### config.mk
export PLATFORM = sky130hd
export DESIGN_NAME = particle_sensor_frame_parser_unit_flat
export DESIGN_NICKNAME = d
export VERILOG_FILES = /design/src/rtl/psfp_pkg.sv /design/src/rtl/psfp_rx_if.sv /design/src/rtl/psfp_res_if.sv /design/src/rtl/psfp_front.sv /design/src/rtl/psfp_queue.sv /design/src/rtl/psfp_back.sv /design/src/rtl/particle_sensor_frame_parser_unit.sv /design/src/flat_wrapper.sv
export VERILOG_INCLUDE_DIRS = /design/src /design/src/rtl
export SDC_FILE = /design/constraint.sdc
export NUM_CORES = 1
export LEC_CHECK = 0
export ABC_CLOCK_PERIOD_IN_PS = 8520
export BUFFER_PORTS_ARGS = -buffer_cell sky130_fd_sc_hd__clkbuf_2
export CAP_MARGIN = 20
export CORE_MARGIN = 4
export CORE_UTILIZATION = 40
export DETAILED_ROUTE_END_ITERATION = 12
export PLACE_DENSITY = 0.68
export SLEW_MARGIN = 25
export SYNTH_ARGS = -nofsm -noshare
export SYNTH_HDL_FRONTEND = slang
export SYNTH_SLANG_ARGS = --single-unit
### constraint.sdc
create_clock -name clk -period 8.52 [get_ports clk]
set_clock_uncertainty 0.15 [all_clocks]
set_input_delay 0.852 -clock clk [delete_from_list [all_inputs] [get_ports clk]]
set_output_delay 0.852 -clock clk [all_outputs]
set_load 0.02 [all_outputs]
### src/rtl/assert_macros.svh
// Assertion macros shared by the frame parser RTL.
// Depends on nothing; define ASSERT_OFF to compile the checks out.
`ifndef ASSERT_MACROS_SVH
`define ASSERT_MACROS_SVH
`ifndef ASSERT_OFF
`define ASSERT_CLK_RST(label, clk, rst, prop, msg) \
  label: assert property (@(posedge clk) disable iff (rst) prop) else $error(msg);
`define ASSERT_CLK(label, clk, prop, msg) \
  label: assert property (@(posedge clk) prop) else $error(msg);
`else
`define ASSERT_CLK_RST(label, clk, rst, prop, msg)
`define ASSERT_CLK(label, clk, prop, msg)
`endif
`endif

### src/rtl/psfp_pkg.sv
// Package for the particle sensor frame parser: constants, status codes, queue entry.
// No dependencies.
`timescale 1ns / 1ps
package psfp_pkg;
  localparam int POS_W = 4;
  localparam logic [7:0] START_BYTE = 8'hFF;
  localparam logic [7:0] CMD_BYTE = 8'h86;
  localparam logic [POS_W-1:0] LAST_POS = 4'd8;
  localparam int QUEUE_DEPTH = 2;

  typedef enum logic [1:0] {
    ST_OK           = 2'd0,
    ST_BAD_HEADER   = 2'd1,
    ST_BAD_CHECKSUM = 2'd2
  } status_t;

  typedef struct packed {
    logic [7:0]       data;
    logic [POS_W-1:0] pos;
  } q_entry_t;
endpackage

### src/rtl/psfp_rx_if.sv
// Byte input channel: valid/ready with the received byte and restart flag.
// No dependencies.
`timescale 1ns / 1ps
interface psfp_rx_if;
  logic       valid;
  logic       ready;
  logic [7:0] rx_byte;
  logic       restart;

  modport source (output valid, output rx_byte, output restart, input ready);
  modport sink (input valid, input rx_byte, input restart, output ready);
endinterface

### src/rtl/psfp_res_if.sv
// Result channel: valid/ready with three readings and the frame status.
// No dependencies.
`timescale 1ns / 1ps
interface psfp_res_if;
  logic        valid;
  logic        ready;
  logic [15:0] fine_reading;
  logic [15:0] mid_reading;
  logic [15:0] coarse_reading;
  logic [1:0]  frame_status;

  modport source (output valid, output fine_reading, output mid_reading,
                  output coarse_reading, output frame_status, input ready);
  modport sink (input valid, input fine_reading, input mid_reading,
                input coarse_reading, input frame_status, output ready);
endinterface

### src/rtl/psfp_front.sv
// Front end: accepts bytes and tags each with its frame position.
// Depends on psfp_pkg and psfp_rx_if.
`timescale 1ns / 1ps
module psfp_front (
  input  logic               clk,
  input  logic               rst,
  psfp_rx_if.sink            rx_ch,
  input  logic               q_full,
  output logic               push,
  output psfp_pkg::q_entry_t push_entry
);
  import psfp_pkg::*;

  logic [POS_W-1:0] pos;
  logic [POS_W-1:0] pos_next;
  logic [POS_W-1:0] cur_pos;

  assign rx_ch.ready = !q_full;
  assign push = rx_ch.valid && rx_ch.ready;

  always_comb begin
    cur_pos = (rx_ch.restart || pos > LAST_POS) ? '0 : pos;
    pos_next = (cur_pos >= LAST_POS) ? '0 : cur_pos + 1'b1;
    push_entry.data = rx_ch.rx_byte;
    push_entry.pos = cur_pos;
  end

  always_ff @(posedge clk) begin
    if (rst) begin
      pos <= '0;
    end else if (push) begin
      pos <= pos_next;
    end
  end
endmodule

### src/rtl/psfp_queue.sv
// Small FIFO between the byte front end and the frame assembler.
// Depends on psfp_pkg and assert_macros.svh.
`timescale 1ns / 1ps
`include "assert_macros.svh"
module psfp_queue #(
  parameter int DEPTH = psfp_pkg::QUEUE_DEPTH
) (
  input  logic               clk,
  input  logic               rst,
  input  logic               push,
  input  psfp_pkg::q_entry_t push_entry,
  output logic               full,
  input  logic               pop,
  output logic               head_valid,
  output psfp_pkg::q_entry_t head
);
  import psfp_pkg::*;

  localparam int IDX_W = (DEPTH > 1) ? $clog2(DEPTH) : 1;
  localparam int CNT_W = $clog2(DEPTH + 1);

  q_entry_t           mem [DEPTH];
  logic [IDX_W-1:0]   wr_ptr;
  logic [IDX_W-1:0]   rd_ptr;
  logic [CNT_W-1:0]   count;

  assign full = (count == CNT_W'(DEPTH));
  assign head_valid = (count != '0);
  assign head = mem[rd_ptr];

  always_ff @(posedge clk) begin
    if (push) begin
      mem[wr_ptr] <= push_entry;
    end
  end

  always_ff @(posedge clk) begin
    if (rst) begin
      wr_ptr <= '0;
      rd_ptr <= '0;
      count <= '0;
    end else begin
      if (push) begin
        wr_ptr <= (wr_ptr == IDX_W'(DEPTH - 1)) ? '0 : wr_ptr + 1'b1;
      end
      if (pop) begin
        rd_ptr <= (rd_ptr == IDX_W'(DEPTH - 1)) ? '0 : rd_ptr + 1'b1;
      end
      if (push && !pop) begin
        count <= count + 1'b1;
      end else if (pop && !push) begin
        count <= count - 1'b1;
      end
    end
  end

  `ASSERT_CLK_RST(a_no_push_full, clk, rst, push |-> !full, "push into full queue")
  `ASSERT_CLK_RST(a_no_pop_empty, clk, rst, pop |-> head_valid, "pop from empty queue")
  `ASSERT_CLK_RST(a_count_range, clk, rst, count <= CNT_W'(DEPTH), "queue count overflow")
  `ASSERT_CLK_RST(a_count_step, clk, rst, (push && !pop) |=> count == $past(count) + 1'b1,
                  "queue count did not grow on push")
endmodule

### src/rtl/psfp_back.sv
// Back end: assembles readings, checks header and checksum, holds the result.
// Depends on psfp_pkg, psfp_res_if and assert_macros.svh.
`timescale 1ns / 1ps
`include "assert_macros.svh"
module psfp_back (
  input  logic               clk,
  input  logic               rst,
  input  logic               head_valid,
  input  psfp_pkg::q_entry_t head,
  output logic               pop,
  psfp_res_if.source         res_ch
);
  import psfp_pkg::*;

  logic [7:0]  running_sum;
  logic        header_bad;
  logic [15:0] mid_value;
  logic [15:0] coarse_value;
  logic [7:0]  fine_high;
  logic [7:0]  fine_low;

  logic        res_valid;
  logic [15:0] fine_q;
  logic [15:0] mid_q;
  logic [15:0] coarse_q;
  status_t     status_q;

  logic        is_last;
  logic        load;
  logic [7:0]  expect_sum;
  status_t     status_next;

  assign is_last = (head.pos == LAST_POS);
  assign pop = head_valid && (!is_last || !res_valid || res_ch.ready);
  assign load = pop && is_last;
  assign expect_sum = 8'd0 - running_sum;

  always_comb begin
    if (header_bad) begin
      status_next = ST_BAD_HEADER;
    end else if (expect_sum != head.data) begin
      status_next = ST_BAD_CHECKSUM;
    end else begin
      status_next = ST_OK;
    end
  end

  always_ff @(posedge clk) begin
    if (rst) begin
      running_sum <= '0;
      header_bad <= 1'b0;
    end else if (pop) begin
      case (head.pos)
        4'd0: begin
          running_sum <= '0;
          header_bad <= (head.data != START_BYTE);
        end
        4'd1: begin
          running_sum <= running_sum + head.data;
          if (head.data != CMD_BYTE) begin
            header_bad <= 1'b1;
          end
        end
        4'd2, 4'd3, 4'd4, 4'd5, 4'd6, 4'd7: begin
          running_sum <= running_sum + head.data;
        end
        default: begin
        end
      endcase
    end
  end

  always_ff @(posedge clk) begin
    if (pop) begin
      case (head.pos)
        4'd2: mid_value[15:8] <= head.data;
        4'd3: mid_value[7:0] <= head.data;
        4'd4: coarse_value[15:8] <= head.data;
        4'd5: coarse_value[7:0] <= head.data;
        4'd6: fine_high <= head.data;
        4'd7: fine_low <= head.data;
        default: begin
        end
      endcase
    end
  end

  always_ff @(posedge clk) begin
    if (rst) begin
      res_valid <= 1'b0;
    end else if (load) begin
      res_valid <= 1'b1;
    end else if (res_ch.ready) begin
      res_valid <= 1'b0;
    end
  end

  always_ff @(posedge clk) begin
    if (load) begin
      status_q <= status_next;
      if (status_next == ST_OK) begin
        fine_q <= {fine_high, fine_low};
        mid_q <= mid_value;
        coarse_q <= coarse_value;
      end else begin
        fine_q <= '0;
        mid_q <= '0;
        coarse_q <= '0;
      end
    end
  end

  assign res_ch.valid = res_valid;
  assign res_ch.fine_reading = fine_q;
  assign res_ch.mid_reading = mid_q;
  assign res_ch.coarse_reading = coarse_q;
  assign res_ch.frame_status = status_q;

  `ASSERT_CLK_RST(a_load_room, clk, rst, load |-> (!res_valid || res_ch.ready),
                  "result overwritten before transfer")
  `ASSERT_CLK_RST(a_rise_from_last, clk, rst, $rose(res_valid) |-> $past(load),
                  "result raised without a final byte")
  `ASSERT_CLK_RST(a_fail_zero, clk, rst,
                  (res_valid && status_q != ST_OK) |->
                  (fine_q == '0 && mid_q == '0 && coarse_q == '0),
                  "failed frame carries nonzero readings")
endmodule

### src/rtl/particle_sensor_frame_parser_unit.sv
// The ninth byte is registered in the queue, then its result in res_valid.
// Throughput: one byte per cycle, set by the single-entry-per-cycle queue pop,
// whenever no result stalls. A stalled result holds the back end only on a frame's
// last byte; the queue then fills to QUEUE_DEPTH bytes, the stalled one included,
// before input ready drops.
// Reset (rst, synchronous): clears frame position, queue and result valid.
`timescale 1ns / 1ps
module particle_sensor_frame_parser_unit #(
  parameter int QUEUE_DEPTH = psfp_pkg::QUEUE_DEPTH
) (
  input  logic       clk,
  input  logic       rst,
  psfp_rx_if.sink    rx_ch,
  psfp_res_if.source res_ch
);
  import psfp_pkg::*;

  logic     push;
  q_entry_t push_entry;
  logic     q_full;
  logic     pop;
  logic     head_valid;
  q_entry_t head;

  psfp_front u_front (
    .clk        (clk),
    .rst        (rst),
    .rx_ch      (rx_ch),
    .q_full     (q_full),
    .push       (push),
    .push_entry (push_entry)
  );

  psfp_queue #(
    .DEPTH (QUEUE_DEPTH)
  ) u_queue (
    .clk        (clk),
    .rst        (rst),
    .push       (push),
    .push_entry (push_entry),
    .full       (q_full),
    .pop        (pop),
    .head_valid (head_valid),
    .head       (head)
  );

  psfp_back u_back (
    .clk        (clk),
    .rst        (rst),
    .head_valid (head_valid),
    .head       (head),
    .pop        (pop),
    .res_ch     (res_ch)
  );
endmodule
### src/flat_wrapper.sv
// flat-port wrapper written by rule: the top's interface ports become plain ports
module particle_sensor_frame_parser_unit_flat import psfp_pkg::*;
#(
  parameter int QUEUE_DEPTH = psfp_pkg::QUEUE_DEPTH
)
  (clk, rst, rx_ch_valid, rx_ch_rx_byte, rx_ch_restart, rx_ch_ready, res_ch_valid, res_ch_fine_reading, res_ch_mid_reading, res_ch_coarse_reading, res_ch_frame_status, res_ch_ready);
  psfp_rx_if rx_ch_i ();
  psfp_res_if res_ch_i ();
  input  logic clk;
  input  logic rst;
  input wire logic [$bits(rx_ch_i.valid)-1:0] rx_ch_valid;
  input wire logic [$bits(rx_ch_i.rx_byte)-1:0] rx_ch_rx_byte;
  input wire logic [$bits(rx_ch_i.restart)-1:0] rx_ch_restart;
  output wire logic [$bits(rx_ch_i.ready)-1:0] rx_ch_ready;
  output wire logic [$bits(res_ch_i.valid)-1:0] res_ch_valid;
  output wire logic [$bits(res_ch_i.fine_reading)-1:0] res_ch_fine_reading;
  output wire logic [$bits(res_ch_i.mid_reading)-1:0] res_ch_mid_reading;
  output wire logic [$bits(res_ch_i.coarse_reading)-1:0] res_ch_coarse_reading;
  output wire logic [$bits(res_ch_i.frame_status)-1:0] res_ch_frame_status;
  input wire logic [$bits(res_ch_i.ready)-1:0] res_ch_ready;
  assign rx_ch_i.valid = rx_ch_valid;
  assign rx_ch_i.rx_byte = rx_ch_rx_byte;
  assign rx_ch_i.restart = rx_ch_restart;
  assign rx_ch_ready = rx_ch_i.ready;
  assign res_ch_valid = res_ch_i.valid;
  assign res_ch_fine_reading = res_ch_i.fine_reading;
  assign res_ch_mid_reading = res_ch_i.mid_reading;
  assign res_ch_coarse_reading = res_ch_i.coarse_reading;
  assign res_ch_frame_status = res_ch_i.frame_status;
  assign res_ch_i.ready = res_ch_ready;
  particle_sensor_frame_parser_unit #(.QUEUE_DEPTH(QUEUE_DEPTH)) u_core (.clk(clk), .rst(rst), .rx_ch(rx_ch_i), .res_ch(res_ch_i));
endmodule
# Yosys cells after proc, flatten, opt, wreduce, memory -nomap -nowiden
# Memories as Yosys holds them, arrays and structs flattened. A register that Yosys moved wholly into a read port is not among the register bits.
# Cells that the tools add are included.
# totals
ramBits	24
romBits	0
elab_cells	86
output_inout_bits	52
latch_bits	0
regBits	116
memories	1
# mem_list
name	words	word_bits	rd	rd_clocked_by_memory_dff	wr	line	text
u_core.u_queue.mem	2	12	1	1	1	psfp_queue.sv:22	q_entry_t mem [DEPTH];
# op_classes
n_lt_le_gt_ge	2
bitwise	0
n_reduce_logical	29
multipliers	0
n_div	0
n_eq_ne	13
add_sub_neg	7
mux	17
shift	0
# op_table
operator	n
4-bit by 3-bit equality test with 1-bit output, second input constant	4
8-bit inequality test, second input constant	2
8-bit case mux with 2 select lines	1
2-bit AND reduction	7
2-bit nonzero test	5
1-bit 2-to-1 mux	9
8-bit adder	1
4-bit by 2-bit equality test with 1-bit output, second input constant	2
2-bit 2-to-1 mux	4
4-bit 2-to-1 mux	2
8-bit inequality test	1
1-bit by 8-bit subtractor with 8-bit output, first input constant	1
7-bit OR reduction	1
1-bit logical AND	5
1-bit zero test	5
4-bit by 1-bit adder with 4-bit output, second input constant	1
4-bit by 1-bit equality test with 1-bit output, second input constant	1
4-bit equality test, second input constant	1
4-bit greater-or-equal comparator, second input constant	1
4-bit > comparator, second input constant	1
4-bit zero test	1
1-bit logical OR	3
3-bit AND reduction	1
1-bit adder, second input constant	2
6 further kinds	6

# Logic depth before layout (Yosys ltp)
# depth
word_depth	8
depth_mapped	12

# Cells and area by module
# Synthesis repeated with hierarchy kept, for this count alone.
# hier_totals
hier_cells	451
hier_area_um2	6034.5
# modules_own_cells
mod	n_inst	area_per_inst_um2	seq_area_each_um2	cells_each
psfp_back	1	4636.9	3143.0	351
psfp_queue	1	1071.0	820.8	59
psfp_front	1	326.6	80.1	41

# Least setup slack after synthesis
# No wires, ideal clock.
# synth_path
kind	reg-to-reg
start	register (tool-made name)
end	register u_core.u_back.coarse_q[0] (netlist: u_core.u_back.res_ch.coarse_reading[0]) (enable)
required_ns	7.907
arrival_ns	3.601
path_stages_with_launch	8
path_slack_ns	4.306
setup_time_ns	0.463
path_cell_list	dfxtp_1 buf_4 clkbuf_1 o32ai_1 nand2_1 nor2_1 o21ai_0 nor2b_1
# synth_rtl
element	line	text
end signal: assignment	psfp_back.sv:104	coarse_q <= coarse_value;
end: declaration	psfp_back.sv:25	logic [15:0] coarse_q;

==> flow_summary.json <==
{
  "clk_path_buf_depth": 2,
  "max_freq_mhz": 323.0,
  "min_path_cells": 2,
  "grt_pass1_vias": 3219,
  "critPathKind": "reg2reg",
  "tightestPinTransition_ns": 0.9754,
  "n_antenna_cell": 0,
  "post-route-period-util": 0.3634,
  "yosysWarningCount": 0,
  "yosys.area_share.xor_xnor": 0.02650,
  "hold_viol_final": 0,
  "clk_latency_ns": 0.41,
  "hold-path-endpoint": "u_core.u_front.pos[1]",
  "drcViolationCount": 0,
  "hold_path.startpoint": "u_core.u_front.pos[1]",
  "max_slew_margin": 0.3473,
  "start_kind": "flop",
  "critPathMaxFanout": 48,
  "p_leak_nw": 2.469,
  "grt_pass1_wl_um": 16350,
  "numPortBuffers": 64,
  "r2r_slack_ns": 5.42,
  "multi_input_area_mm2": 0.001489,
  "drt-total-wl_um": 9993,
  "crit_required_ns": 8.64,
  "dieArea_mm2": 0.01601,
  "synth_edf_count": 122,
  "overflow": 0,
  "finalSetupViolCount": 0,
  "netlist_instances": 382,
  "fin_area_mm2": 0.006728,
  "grt_max_degree": 51,
  "synthAdderAreaFrac": 0.02583,
  "final.setup.tns_ns": 0,
  "cts_root_buf": "clkbuf_16",
  "cts_hold_buf": 0,
  "ys_types": 46,
  "synthMuxAreaShare": 0.02115,
  "synth_common_cells": "edfxtp_1, and2_1, nor2_1",
  "track_usage": 0.1330,
  "rows": 43,
  "ant_nets": 0,
  "numCtsBuffers": 17,
  "cts_sinks": 141,
  "drt_first_iter_violations": 247,
  "area_growth_pct": 19.73,
  "die_y_um": 126.5,
  "synthMostInstantiatedCell": "edfxtp_1",
  "end_kind": "flop",
  "ios": 65,
  "cts_resized": 0,
  "n_fill_cell": 1167,
  "wl_per_cell_um": 15.40,
  "power.density_mw_per_mm2": 318.4,
  "peakVddDrop_mv": 0.1498,
  "start_util": 0.4064,
  "hold_path_class": "reg2reg",
  "post_cts_buffers": 0,
  "reg2regPathDepth": 7,
  "antenna_found_initial": 0,
  "vias": 3129,
  "via_per_inst": 4.821,
  "layout-drive-gt1-share": 0.2324,
  "ys_seq_area_frac": 0.7197,
  "period_minus_slack_ns": 3.096,
  "chipWidth_um": 126.5,
  "ys_seq_elements": 141,
  "tritoncts": "done",
  "syn_nets": 406,
  "hpwl_um": 6660,
  "synth_top_family_by_area": "simple AND/OR/NAND/NOR gates",
  "nets": 480,
  "synth_compound_area_frac": 0.05945,
  "r2r_end": "u_core.u_back.res_ch.fine_reading[8]",
  "worst_hold_slack_ns": 0.3404,
  "place_congestion": 0.8220,
  "netlist.area_leader.share": 0.6520,
  "maxSlewViolCount": 0,
  "rsz0062_at_grt": "no",
  "cts_max_level": 4,
  "synth_ff_type": "edfxtp_1",
  "path_clk_slew_ns": 0.06,
  "coreArea_mm2": 0.01383,
  "synth_area_leader_cell": "edfxtp_1",
  "final-seq-area_mm2": 0.004045,
  "first_pass_iters": 4,
  "synthSimpleGateAreaFrac": 0.1287,
  "syn_avg_cell_area_um2": 14.71,
  "drv_cap": 0,
  "async_flop_share": 0,
  "worstPathArrival_ns": 3.22,
  "synth_area_leaders": "edfxtp_1, dfxtp_1, and2_1",
  "outcome": "finished, final reports clean",
  "postPlaceCellArea_mm2": 0.006136,
  "synth_area_mm2": 0.005619
}
[sequential cells by signal (all words and copies together), names as in the netlist, 2 cells and up, named ones only]
register	cells
u_core.u_queue.mem	24
u_core.u_back.res_ch.mid_reading	16
u_core.u_back.res_ch.coarse_reading	16
u_core.u_back.fine_low	8
u_core.u_back.mid_value	16
u_core.u_back.coarse_value	16
u_core.u_queue.count	2
u_core.u_back.fine_high	8
u_core.u_front.pos	4
u_core.u_back.running_sum	8
u_core.u_back.res_ch.frame_status	2
u_core.u_back.res_ch.fine_reading	16
[layout make-up]
class	instances	share of cell area
inverter	10	0.005579
timing repair buffer	67	0.05096
multi-input combinational	219	0.2213
clock inverter	15	0.02418
tap	180	0.03348
sequential	141	0.6013
clock buffer	17	0.06323
[kinds of logic (layout without fill, tap and decap cells)]
kind of cell    after synthesis  count (layout)
compound gates               50              50
fa+ha+maj                    11              11
simple gates                131             131
mux                          10              10
xor+xnor                     17              17
flops                       141             141
buf+inv                      22             109
[per-layer routing]
metal | wire, µm | share of wire | global-route usage
met5 | 0 | 0 | 0
met4 | 106 | 0.011 | 0.06246
met3 | 556 | 0.056 | 0.03874
met2 | 4949 | 0.50 | 0.2136
met1 | 4380 | 0.44 | 0.1663
[worst max-delay path by stage]
stage | startpoint | end | slack, ns
6_report | flop | u_core.u_back.res_ch.fine_reading[8] | 5.42
5_1_grt | flop | u_core.u_back.res_ch.coarse_reading[0] | 5.17
4_1_cts | flop | u_core.u_back.res_ch.coarse_reading[0] | 5.08
3_5_place_dp | flop | u_core.u_back.res_ch.coarse_reading[0] | 5.12
3_3_place_gp | flop | u_core.u_back.res_ch.coarse_reading[0] | 5.17
2_1_floorplan | flop | u_core.u_back.res_ch.coarse_reading[0] | 4.31
[placed cells by master, fill, tap and decap left out, drive strengths merged, types with 9 or more instances in the layout]
cell,netlist,routed
edfxtp,122,122
clkbuf,7,81
and2,50,50
nor2,27,27
dfxtp,19,19
inv,10,15
a21oi,14,14
nand2,11,11
ha,10,10
xor2,9,9
[worst max-delay path, stage by stage (launching register included)]
cell and delay, ns:
dfxtp_2 0.66, mux2_2 0.51, xnor2_1 0.21, xnor2_1 0.14
or4bb_1 0.56, nor4_4 0.15, buf_4 0.35, and2_1 0.21
[per-stage QoR]
stage            util  power (mW)  cells  worst slack, ns
4_1_cts        0.4863       2.162    649            5.076
5_1_grt        0.4866       2.261    649            5.170
3_5_place_dp   0.4438       1.436    617            5.115
3_3_place_gp   0.4438       1.420    617            5.173
2_1_floorplan       -       1.303    382            4.306
6_report       0.4866       2.142    649            5.424
[power by group]
| part | internal (mW) | switching, mW |
|---|---|---|
| clock network | 0.436 | 0.285 |
| logic | 0.196 | 0.300 |
| registers | 0.862 | 0.0644 |
Power figures use the tool's default switching activity.
